## src/rtl/core/snsf_pkg.sv

```systemverilog
`timescale 1ns / 1ps
`default_nettype none
// ----------------------------------------------------------------------------
// snsf_pkg: shared types and constants of the noise-sharpening filter
// Sample, coefficient and product widths, lane control codes and the
// saturation helpers used by the channel lanes.
// ----------------------------------------------------------------------------
package snsf_pkg;

  localparam int SampleW  = 24;
  localparam int CarryW   = SampleW + 4;
  localparam int GainW    = 18;
  localparam int CoefW    = 19;
  localparam int GainFrac = 14;
  localparam int CoefFrac = 17;

  // Serial multiplier: the multiplicand is a sample difference or an emphasised
  // sample, the multiplier is a gain or coefficient sign-extended to MplierW.
  localparam int McandW   = SampleW + 1;
  localparam int MplierW  = CoefW + 1;
  localparam int HiW      = McandW + 1;
  localparam int AccW     = HiW + 1;
  localparam int ProdW    = HiW + MplierW;
  localparam int WideW    = ProdW + 1;
  localparam int StepCntW = $clog2(MplierW);

  localparam int DataW    = ((2 * SampleW + 7) / 8) * 8;
  localparam int CfgIdxW  = 3;
  localparam int CfgDataW = 32;

  localparam logic [GainW-1:0] GainRst       = '0;
  localparam logic [CoefW-1:0] CoefDirectRst = 19'h20000;
  localparam logic [CoefW-1:0] CoefCarryRst  = '0;

  typedef enum logic [CfgIdxW-1:0] {
    CFG_EMPHASIS_GAIN = 3'd0,
    CFG_COEF_DIRECT   = 3'd1,
    CFG_COEF_CARRY_B  = 3'd2,
    CFG_COEF_CARRY_A  = 3'd3
  } cfg_index_e;

  typedef enum logic [2:0] {
    OP_IDLE   = 3'd0,
    OP_START  = 3'd1,
    OP_STEP   = 3'd2,
    OP_EMPH   = 3'd3,
    OP_DIRECT = 3'd4,
    OP_CARRY  = 3'd5
  } lane_op_e;

  typedef struct packed {
    lane_op_e op;
    logic     sign_step;
  } lane_ctrl_t;

  function automatic logic [SampleW-1:0] sat_sample(input logic signed [WideW-1:0] v);
    logic [WideW-SampleW:0] top_bits;
    top_bits = v[WideW-1:SampleW-1];
    priority if (&top_bits || ~|top_bits) begin
      return v[SampleW-1:0];
    end else if (v[WideW-1]) begin
      return {1'b1, {(SampleW-1){1'b0}}};
    end else begin
      return {1'b0, {(SampleW-1){1'b1}}};
    end
  endfunction

  function automatic logic [CarryW-1:0] sat_carry(input logic signed [WideW-1:0] v);
    logic [WideW-CarryW:0] top_bits;
    top_bits = v[WideW-1:CarryW-1];
    priority if (&top_bits || ~|top_bits) begin
      return v[CarryW-1:0];
    end else if (v[WideW-1]) begin
      return {1'b1, {(CarryW-1){1'b0}}};
    end else begin
      return {1'b0, {(CarryW-1){1'b1}}};
    end
  endfunction

endpackage
`default_nettype wire

```

## src/rtl/core/snsf_lane.sv

```systemverilog
`timescale 1ns / 1ps
`default_nettype none
// ----------------------------------------------------------------------------
// snsf_lane: one channel of the noise-sharpening filter
// Holds the channel state and a bit-serial shift-add multiplier that retires
// one multiplier bit per cycle; the sequencer in the top level drives it.
// ----------------------------------------------------------------------------
module snsf_lane (
  input  wire                             clk_i,
  input  wire                             rst_ni,
  input  wire  snsf_pkg::lane_ctrl_t      ctrl_i,
  input  wire  [snsf_pkg::SampleW-1:0]    sample_i,
  input  wire  [snsf_pkg::MplierW-1:0]    gain_i,
  input  wire  [snsf_pkg::MplierW-1:0]    coef_direct_i,
  input  wire  [snsf_pkg::MplierW-1:0]    coef_sum_i,
  output logic [snsf_pkg::SampleW-1:0]    y_o
);

  logic [snsf_pkg::SampleW-1:0] last_q, last_d;
  logic [snsf_pkg::CarryW-1:0]  carry_q, carry_d;
  logic [snsf_pkg::SampleW-1:0] x_q, x_d;
  logic [snsf_pkg::SampleW-1:0] y_q, y_d;
  logic [snsf_pkg::McandW-1:0]  mcand_q, mcand_d;
  logic [snsf_pkg::HiW-1:0]     hi_q, hi_d;
  logic [snsf_pkg::MplierW-1:0] lo_q, lo_d;

  logic signed [snsf_pkg::ProdW-1:0] prod;
  logic signed [snsf_pkg::AccW-1:0]  hi_ext, mc_ext, addend, step_sum;
  logic signed [snsf_pkg::WideW-1:0] emph_sum, direct_sum, carry_sum;

  always_comb begin
    prod   = {hi_q, lo_q};
    hi_ext = {hi_q[snsf_pkg::HiW-1], hi_q};
    mc_ext = snsf_pkg::AccW'(signed'(mcand_q));
    // The multiplier's sign bit carries negative weight, so its step subtracts.
    addend   = ctrl_i.sign_step ? -mc_ext : mc_ext;
    step_sum = hi_ext + (lo_q[0] ? addend : '0);

    // Rounding half up is the truncated product plus the first dropped bit.
    emph_sum   = snsf_pkg::WideW'(signed'(x_q))
               + snsf_pkg::WideW'(prod >>> snsf_pkg::GainFrac)
               + snsf_pkg::WideW'(prod[snsf_pkg::GainFrac-1]);
    direct_sum = snsf_pkg::WideW'(signed'(carry_q))
               + snsf_pkg::WideW'(prod >>> snsf_pkg::CoefFrac)
               + snsf_pkg::WideW'(prod[snsf_pkg::CoefFrac-1]);
    carry_sum  = snsf_pkg::WideW'(prod >>> snsf_pkg::CoefFrac)
               + snsf_pkg::WideW'(prod[snsf_pkg::CoefFrac-1]);

    last_d  = last_q;
    carry_d = carry_q;
    x_d     = x_q;
    y_d     = y_q;
    mcand_d = mcand_q;
    hi_d    = hi_q;
    lo_d    = lo_q;

    unique case (ctrl_i.op)
      snsf_pkg::OP_START: begin
        x_d     = sample_i;
        mcand_d = snsf_pkg::McandW'(signed'(sample_i))
                - snsf_pkg::McandW'(signed'(last_q));
        hi_d    = '0;
        lo_d    = gain_i;
      end
      snsf_pkg::OP_STEP: begin
        hi_d = step_sum[snsf_pkg::HiW:1];
        lo_d = {step_sum[0], lo_q[snsf_pkg::MplierW-1:1]};
      end
      snsf_pkg::OP_EMPH: begin
        mcand_d = snsf_pkg::McandW'(signed'(snsf_pkg::sat_sample(emph_sum)));
        hi_d    = '0;
        lo_d    = coef_direct_i;
      end
      snsf_pkg::OP_DIRECT: begin
        y_d  = snsf_pkg::sat_sample(direct_sum);
        hi_d = '0;
        lo_d = coef_sum_i;
      end
      snsf_pkg::OP_CARRY: begin
        carry_d = snsf_pkg::sat_carry(carry_sum);
        last_d  = x_q;
      end
      default: begin
      end
    endcase
  end

  always_ff @(posedge clk_i or negedge rst_ni) begin
    if (!rst_ni) begin
      last_q  <= '0;
      carry_q <= '0;
    end else begin
      last_q  <= last_d;
      carry_q <= carry_d;
    end
  end

  always_ff @(posedge clk_i) begin
    x_q     <= x_d;
    y_q     <= y_d;
    mcand_q <= mcand_d;
    hi_q    <= hi_d;
    lo_q    <= lo_d;
  end

  assign y_o = y_q;

endmodule
`default_nettype wire

```

## src/rtl/core/stereo_noise_sharpening_filter.sv

```systemverilog
`timescale 1ns / 1ps
`default_nettype none
// ----------------------------------------------------------------------------
// stereo_noise_sharpening_filter: emphasis plus first-order section, stereo
// Each frame runs through two identical lanes with bit-serial multipliers.
// ----------------------------------------------------------------------------
//  Channel   Direction  Handshake                  Contents
//  s_axis    in         s_axis_tvalid/tready       stereo frame, tlast = block end
//  m_axis    out        m_axis_tvalid/tready       processed frame, tlast copied
//  cfg       in         cfg_valid_i/cfg_ready_o    register index and write data
//
// A frame runs from the accept cycle through three serial multiplies (one
// multiplier bit a cycle in each lane), each followed by a step for rounding,
// saturation and reloading, before the next frame can be accepted.
// Reset clears the channel history and carries at once; there is no sweep.
// A result waits in the output register; the core stalls in its final step
// only if that register is still full, and accepts the next frame once idle.
// ----------------------------------------------------------------------------
module stereo_noise_sharpening_filter (
  input  wire                              clk_i,
  input  wire                              rst_ni,
  input  wire                              s_axis_tvalid,
  output logic                             s_axis_tready,
  // tdata from bit 0: left_in, right_in; no fill bits at SampleW = 24
  input  wire  [snsf_pkg::DataW-1:0]       s_axis_tdata,
  input  wire                              s_axis_tlast,
  output logic                             m_axis_tvalid,
  input  wire                              m_axis_tready,
  // tdata from bit 0: left_out, right_out; no fill bits at SampleW = 24
  output logic [snsf_pkg::DataW-1:0]       m_axis_tdata,
  output logic                             m_axis_tlast,
  input  wire                              cfg_valid_i,
  output logic                             cfg_ready_o,
  input  wire  [snsf_pkg::CfgIdxW-1:0]     cfg_index_i,
  input  wire  [snsf_pkg::CfgDataW-1:0]    cfg_data_i
);

  typedef enum logic [6:0] {
    ST_IDLE   = 7'b0000001,
    ST_MUL_D  = 7'b0000010,
    ST_EMPH   = 7'b0000100,
    ST_MUL_B  = 7'b0001000,
    ST_DIRECT = 7'b0010000,
    ST_MUL_S  = 7'b0100000,
    ST_FIN    = 7'b1000000
  } state_e;

  state_e                          state_q, state_d;
  logic [snsf_pkg::StepCntW-1:0]   cnt_q, cnt_d;
  logic                            last_q, last_d;
  logic                            out_valid_q, out_valid_d;
  logic [snsf_pkg::SampleW-1:0]    out_left_q, out_right_q;
  logic                            out_last_q;
  logic                            out_load, out_free, step_last;

  logic [snsf_pkg::GainW-1:0]      gain_q;
  logic [snsf_pkg::CoefW-1:0]      coef_direct_q, coef_carry_b_q, coef_carry_a_q;
  logic [snsf_pkg::MplierW-1:0]    gain_ext, coef_direct_ext, coef_sum;

  snsf_pkg::lane_ctrl_t            ctrl;
  logic [snsf_pkg::SampleW-1:0]    y_left, y_right;

  // Configuration registers
  assign cfg_ready_o = 1'b1;

  always_ff @(posedge clk_i or negedge rst_ni) begin
    if (!rst_ni) begin
      gain_q         <= snsf_pkg::GainRst;
      coef_direct_q  <= snsf_pkg::CoefDirectRst;
      coef_carry_b_q <= snsf_pkg::CoefCarryRst;
      coef_carry_a_q <= snsf_pkg::CoefCarryRst;
    end else if (cfg_valid_i) begin
      unique case (cfg_index_i)
        snsf_pkg::CFG_EMPHASIS_GAIN: gain_q         <= cfg_data_i[snsf_pkg::GainW-1:0];
        snsf_pkg::CFG_COEF_DIRECT:   coef_direct_q  <= cfg_data_i[snsf_pkg::CoefW-1:0];
        snsf_pkg::CFG_COEF_CARRY_B:  coef_carry_b_q <= cfg_data_i[snsf_pkg::CoefW-1:0];
        snsf_pkg::CFG_COEF_CARRY_A:  coef_carry_a_q <= cfg_data_i[snsf_pkg::CoefW-1:0];
        default: begin
        end
      endcase
    end
  end

  assign gain_ext        = snsf_pkg::MplierW'(signed'(gain_q));
  assign coef_direct_ext = snsf_pkg::MplierW'(signed'(coef_direct_q));
  assign coef_sum        = snsf_pkg::MplierW'(signed'(coef_carry_a_q))
                         + snsf_pkg::MplierW'(signed'(coef_carry_b_q));

  // Sequencer
  assign s_axis_tready = (state_q == ST_IDLE);
  assign out_free      = !out_valid_q || m_axis_tready;
  assign step_last     = (cnt_q == snsf_pkg::StepCntW'(snsf_pkg::MplierW - 1));

  always_comb begin
    state_d        = state_q;
    cnt_d          = cnt_q;
    last_d         = last_q;
    out_load       = 1'b0;
    ctrl.op        = snsf_pkg::OP_IDLE;
    ctrl.sign_step = step_last;

    unique case (state_q)
      ST_IDLE: begin
        if (s_axis_tvalid) begin
          ctrl.op = snsf_pkg::OP_START;
          last_d  = s_axis_tlast;
          cnt_d   = '0;
          state_d = ST_MUL_D;
        end
      end
      ST_MUL_D, ST_MUL_B, ST_MUL_S: begin
        ctrl.op = snsf_pkg::OP_STEP;
        cnt_d   = cnt_q + 1'b1;
        if (step_last) begin
          cnt_d = '0;
          unique case (state_q)
            ST_MUL_D: state_d = ST_EMPH;
            ST_MUL_B: state_d = ST_DIRECT;
            default:  state_d = ST_FIN;
          endcase
        end
      end
      ST_EMPH: begin
        ctrl.op = snsf_pkg::OP_EMPH;
        state_d = ST_MUL_B;
      end
      ST_DIRECT: begin
        ctrl.op = snsf_pkg::OP_DIRECT;
        state_d = ST_MUL_S;
      end
      ST_FIN: begin
        if (out_free) begin
          ctrl.op  = snsf_pkg::OP_CARRY;
          out_load = 1'b1;
          state_d  = ST_IDLE;
        end
      end
      default: state_d = ST_IDLE;
    endcase
  end

  always_comb begin
    out_valid_d = out_valid_q;
    priority if (out_load) begin
      out_valid_d = 1'b1;
    end else if (m_axis_tready) begin
      out_valid_d = 1'b0;
    end
  end

  always_ff @(posedge clk_i or negedge rst_ni) begin
    if (!rst_ni) begin
      state_q     <= ST_IDLE;
      cnt_q       <= '0;
      out_valid_q <= 1'b0;
    end else begin
      state_q     <= state_d;
      cnt_q       <= cnt_d;
      out_valid_q <= out_valid_d;
    end
  end

  always_ff @(posedge clk_i) begin
    last_q <= last_d;
    if (out_load) begin
      out_left_q  <= y_left;
      out_right_q <= y_right;
      out_last_q  <= last_q;
    end
  end

  snsf_lane u_lane_left (
    .clk_i         (clk_i),
    .rst_ni        (rst_ni),
    .ctrl_i        (ctrl),
    .sample_i      (s_axis_tdata[snsf_pkg::SampleW-1:0]),
    .gain_i        (gain_ext),
    .coef_direct_i (coef_direct_ext),
    .coef_sum_i    (coef_sum),
    .y_o           (y_left)
  );

  snsf_lane u_lane_right (
    .clk_i         (clk_i),
    .rst_ni        (rst_ni),
    .ctrl_i        (ctrl),
    .sample_i      (s_axis_tdata[2*snsf_pkg::SampleW-1:snsf_pkg::SampleW]),
    .gain_i        (gain_ext),
    .coef_direct_i (coef_direct_ext),
    .coef_sum_i    (coef_sum),
    .y_o           (y_right)
  );

  assign m_axis_tvalid = out_valid_q;
  assign m_axis_tdata  = snsf_pkg::DataW'({out_right_q, out_left_q});
  assign m_axis_tlast  = out_last_q;

  // The step counter never runs past the multiplier width.
  a_cnt_range: assert property (@(posedge clk_i) disable iff (!rst_ni)
    (state_q == ST_MUL_D || state_q == ST_MUL_B || state_q == ST_MUL_S)
      |-> (cnt_q < snsf_pkg::StepCntW'(snsf_pkg::MplierW)))
    else $error("step counter out of range");

  // An accepted frame always starts with the difference multiply from step zero.
  a_start: assert property (@(posedge clk_i) disable iff (!rst_ni)
    (s_axis_tvalid && s_axis_tready) |=> (state_q == ST_MUL_D && cnt_q == '0))
    else $error("accepted frame did not start the first multiply");

  // A new result only appears after the final step of a frame.
  a_result_source: assert property (@(posedge clk_i) disable iff (!rst_ni)
    $rose(out_valid_q) |-> $past(state_q == ST_FIN))
    else $error("result raised outside the final step");

  // The final step completes in the cycle the output register can take it.
  a_fin_exit: assert property (@(posedge clk_i) disable iff (!rst_ni)
    (state_q == ST_FIN && (!out_valid_q || m_axis_tready)) |=> (state_q == ST_IDLE))
    else $error("final step stalled with a free output register");

endmodule
`default_nettype wire
```

## config.mk

```make
export PLATFORM = sky130hd
export DESIGN_NAME = stereo_noise_sharpening_filter
export DESIGN_NICKNAME = d
export VERILOG_FILES = /design/src/rtl/core/snsf_pkg.sv /design/src/rtl/core/snsf_lane.sv /design/src/rtl/core/stereo_noise_sharpening_filter.sv
export SDC_FILE = /design/constraint.sdc
export NUM_CORES = 1
export LEC_CHECK = 0
export BUFFER_PORTS_ARGS = -buffer_cell sky130_fd_sc_hd__buf_4
export CORE_MARGIN = 2
export CORE_UTILIZATION = 57
export DETAILED_ROUTE_END_ITERATION = 12
export PLACE_DENSITY = 0.8
export SLEW_MARGIN = 20
export SYNTH_ARGS = -nofsm -noshare
export SYNTH_HDL_FRONTEND = slang
export SYNTH_SLANG_ARGS = --single-unit
```

## constraint.sdc

```tcl
create_clock -name clk_i -period 5.3 [get_ports clk_i]
set_input_delay 0.53 -clock clk_i [delete_from_list [all_inputs] [get_ports clk_i]]
set_output_delay 0.53 -clock clk_i [all_outputs]
set_load 0.01 [all_outputs]
```

==> out/results.tsv <==
stage	metric	value	unit
clock_network	clockBufferDepth	3	
die	core-area	61830	sq um
clock_network	cts_sinks	480	
timing	relSlewSlack	0.3117	
routing	drc_errors	0	
logic_synthesis	avgSynthCellArea	9.397	sq um
clock_network	clk_pin_slew	0.06	ns
clock_network	htree_levels	2	
worst_setup_path	cp-start-kind	flip-flop	
logic_synthesis	ys_types	119	
grt	grt_max_degree	156	
die	die_h	254.2	um
layout	final_cell_mix	nand2_1, nor2_1, edfxtp_1	
clock_network	numCtsBuffers	53	
timing	fin_skew	0.03328	ns
logic_synthesis	synth_seq_cells	480	
routing	drt-initial-drc-count	2086	
grt	grt_pass1_wl	135200	um
routing	dr.pass1.iters	6	
routing	ant_nets	0	
logic_synthesis	syn_inst	3796	
logic_synthesis	synth_edf_count	288	
timing	period_minus_slack	5.005	ns
power_and_ir_drop	irDropWorstVdd	0.3610	mV
die	rows	91	
worst_setup_path	crit_type	reg2reg	
routing	drt_wl_total	84230	um
hold_path	hold_class	in2reg	
timing	drv_slew	0	
routing	wire_per_inst	17.36	um
placed_design	gp_congestion	0.9347	
power_and_ir_drop	leakage	0.01597	uW
worst_setup_path	path_max_fanout	13	
worst_setup_path	slowest_delay	0.42	ns
routing	vias	28840	
worst_setup_path	crit_buf_inv	2	
worst_setup_path	cp.arrival	5.37	ns
routing	avgViaCountPerCell	5.944	
logic_synthesis	async_flop_share	0.4000	
grt	antenna_found_initial	3	
timing	timing.final.crit_share	0.9443	
die	die-area	64600	sq um
die	die_w	254.2	um
layout	fin_area	40040	sq um
die	ios	141	
logic_synthesis	synth_fp_nets	4150	
worst_setup_path	crit_family	compound AO/OA/AOI/OAI gates	
logic_synthesis	ys.flop_type	edfxtp_1	
power_and_ir_drop	p_per_area	643.7	nW/um^2
layout	area_delta_synth_final	12.26	%
timing	whs	0.06679	ns
placed_design	io_buffers	126	
grt	track_usage	0.2571	
die	start_util	0.5770	
run	max_cap_viol_count	0	
timing	finalHoldViolCount	0	
layout	layout-drive-gt1-share	0.1336	
clock_network	ctsRootBufferMaster	clkbuf_16	
layout	final_core_util	0.6477	
worst_setup_path	end_kind	flip-flop	
placed_design	placed_area	37990	sq um
placed_design	dp_hpwl	63830	um
logic_synthesis	ys_warn_count	0	
worst_setup_path	cp.required	5.67	ns
timing	setup_viol	0	
grt	overflow	0	
grt	grt_pass1_vias	26540	
status	status	complete, no violations	
timing	max_freq	199.8	MHz
worst_setup_path	slowest_stage	edfxtp_1	
layout	layout_commonest_cell	nand2_1	
logic_synthesis	synth_area	35670	sq um
logic_synthesis	ys_seq_area_frac	0.3772	
layout	fin_nets	4323	
clock_network	clk_latency	0.63	ns
clock_network	tritoncts	done	
worst_setup_path	cp_cell_sequence	ha_1, inv_1, fa_1, nor2b_1, o31a_1, o41a_4, a21oi_1, nand4_1, nand3_1, o211ai_1, and4_1, o31ai_1, or4_1, a21o_1, a21oi_4, buf_4, o21a_2, a221o_1	
timing	max_slew.worst_pin.slew	1.029	ns
==> cells by family after synthesis <==
| logic type | share of synthesized area |
|---|---|
| xor gates and xnor gates | 0.08520 |
| muxes | 0.02785 |
| buffers and inverters | 0.03472 |
| DFF | 0.3772 |
| and+or+nand+nor | 0.1858 |
| other | 0.0001051 |
| AOI/OAI and AO/OA | 0.1942 |
| adders and majority gates | 0.09484 |
==> per-stage QoR <==
| step | cells | worst slack [ns] | TNS, ns | power [uW] |
|---|---|---|---|---|
| after floorplan | 3796 | 0.3686 | 0 | 17950 |
| after global routing | 4849 | -0.006879 | -0.006879 | 27790 |
| final | 4851 | 0.2953 | 0 | 25780 |
| after CTS | 4842 | 0.1639 | 0 | 25420 |
| after global placement | 4743 | 0.2546 | 0 | 21160 |
| after detailed placement | 4743 | 0.1998 | 0 | 21470 |
==> sequential cells by signal (all words and copies together) (netlist names), 25 cells and up <==
| signal | cells |
|---|---|
| u_lane_left.carry_q | 28 |
| u_lane_left.hi_q | 26 |
| u_lane_left.mcand_q | 25 |
| u_lane_right.carry_q | 28 |
| u_lane_right.hi_q | 26 |
| u_lane_right.mcand_q | 25 |
==> Yosys cell counts, types with 94 or more instances <==
cell type	count	area [sq um]
nand2_1	359	1348
nor2_1	289	1085
edfxtp_1	288	8648
ha_1	256	3203
a21oi_1	222	1111
xnor2_1	212	1857
o21ai_0	207	1036
dfrtp_1	190	4755
inv_1	189	709.4
xor2_1	135	1182
nand3_1	104	520.5
nor3_1	94	470.5
==> power by group <==
part           switching, uW  total (uW)  internal (uW)
sequential               879        6190           5310
combinational           9310       15800           6450
clock                   1570        3830           2260
==> final timing paths <==
kind	slack, ns	from	cells past startpoint	end
min in group asynchronous	0.38	rst_ni	2	coef_carry_a_q[1]$_DFFE_PN0P_
hold / removal	0.07	s_axis_tvalid	2	state_q[0]$_DFFE_PN1P_
setup reg to reg	0.30	u_lane_left.lo_q[14]$_DFFE_PP_	18	u_lane_left.mcand_q[12]$_DFFE_PP_
max in group asynchronous	3.65	rst_ni	3	u_lane_right.carry_q[25]$_DFFE_PN0N_
hold reg to reg	0.41	u_lane_right.y_o[14]$_DFFE_PP_	0	out_right_q[14]$_DFFE_PP_
setup / recovery	0.30	u_lane_left.lo_q[14]$_DFFE_PP_	18	u_lane_left.mcand_q[12]$_DFFE_PP_
==> per-layer routing <==
metal,GRT usage,vias to the layer above,share of wire
met4,0.06487,4,0.019
met3,0.03572,116,0.069
met5,0,-,0.00033
met1,0.3753,13630,0.48
met2,0.4037,737,0.44
li1,-,14350,-
==> what timing repair did <==
item | CTS | global route
hold endpoints to repair | 37 | 0
setup buffers | 0 | 7
resized for setup | 0 | 32
hold buffers | 1 | 0
setup endpoints to repair | 0 | 88
==> cell type report <==
| cell class | instances | area (sq um) |
|---|---|---|
| sequential | 480 | 13460 |
| clock inverter | 29 | 385.4 |
| multi-input combinational | 3012 | 21220 |
| tap | 837 | 1047 |
| inverter | 190 | 718.2 |
| timing repair buffer | 232 | 1788 |
| fill | 4983 | 21780 |
| clock buffer | 69 | 1429 |
| antenna | 2 | 5.005 |
(Power assumes the default switching activity.)
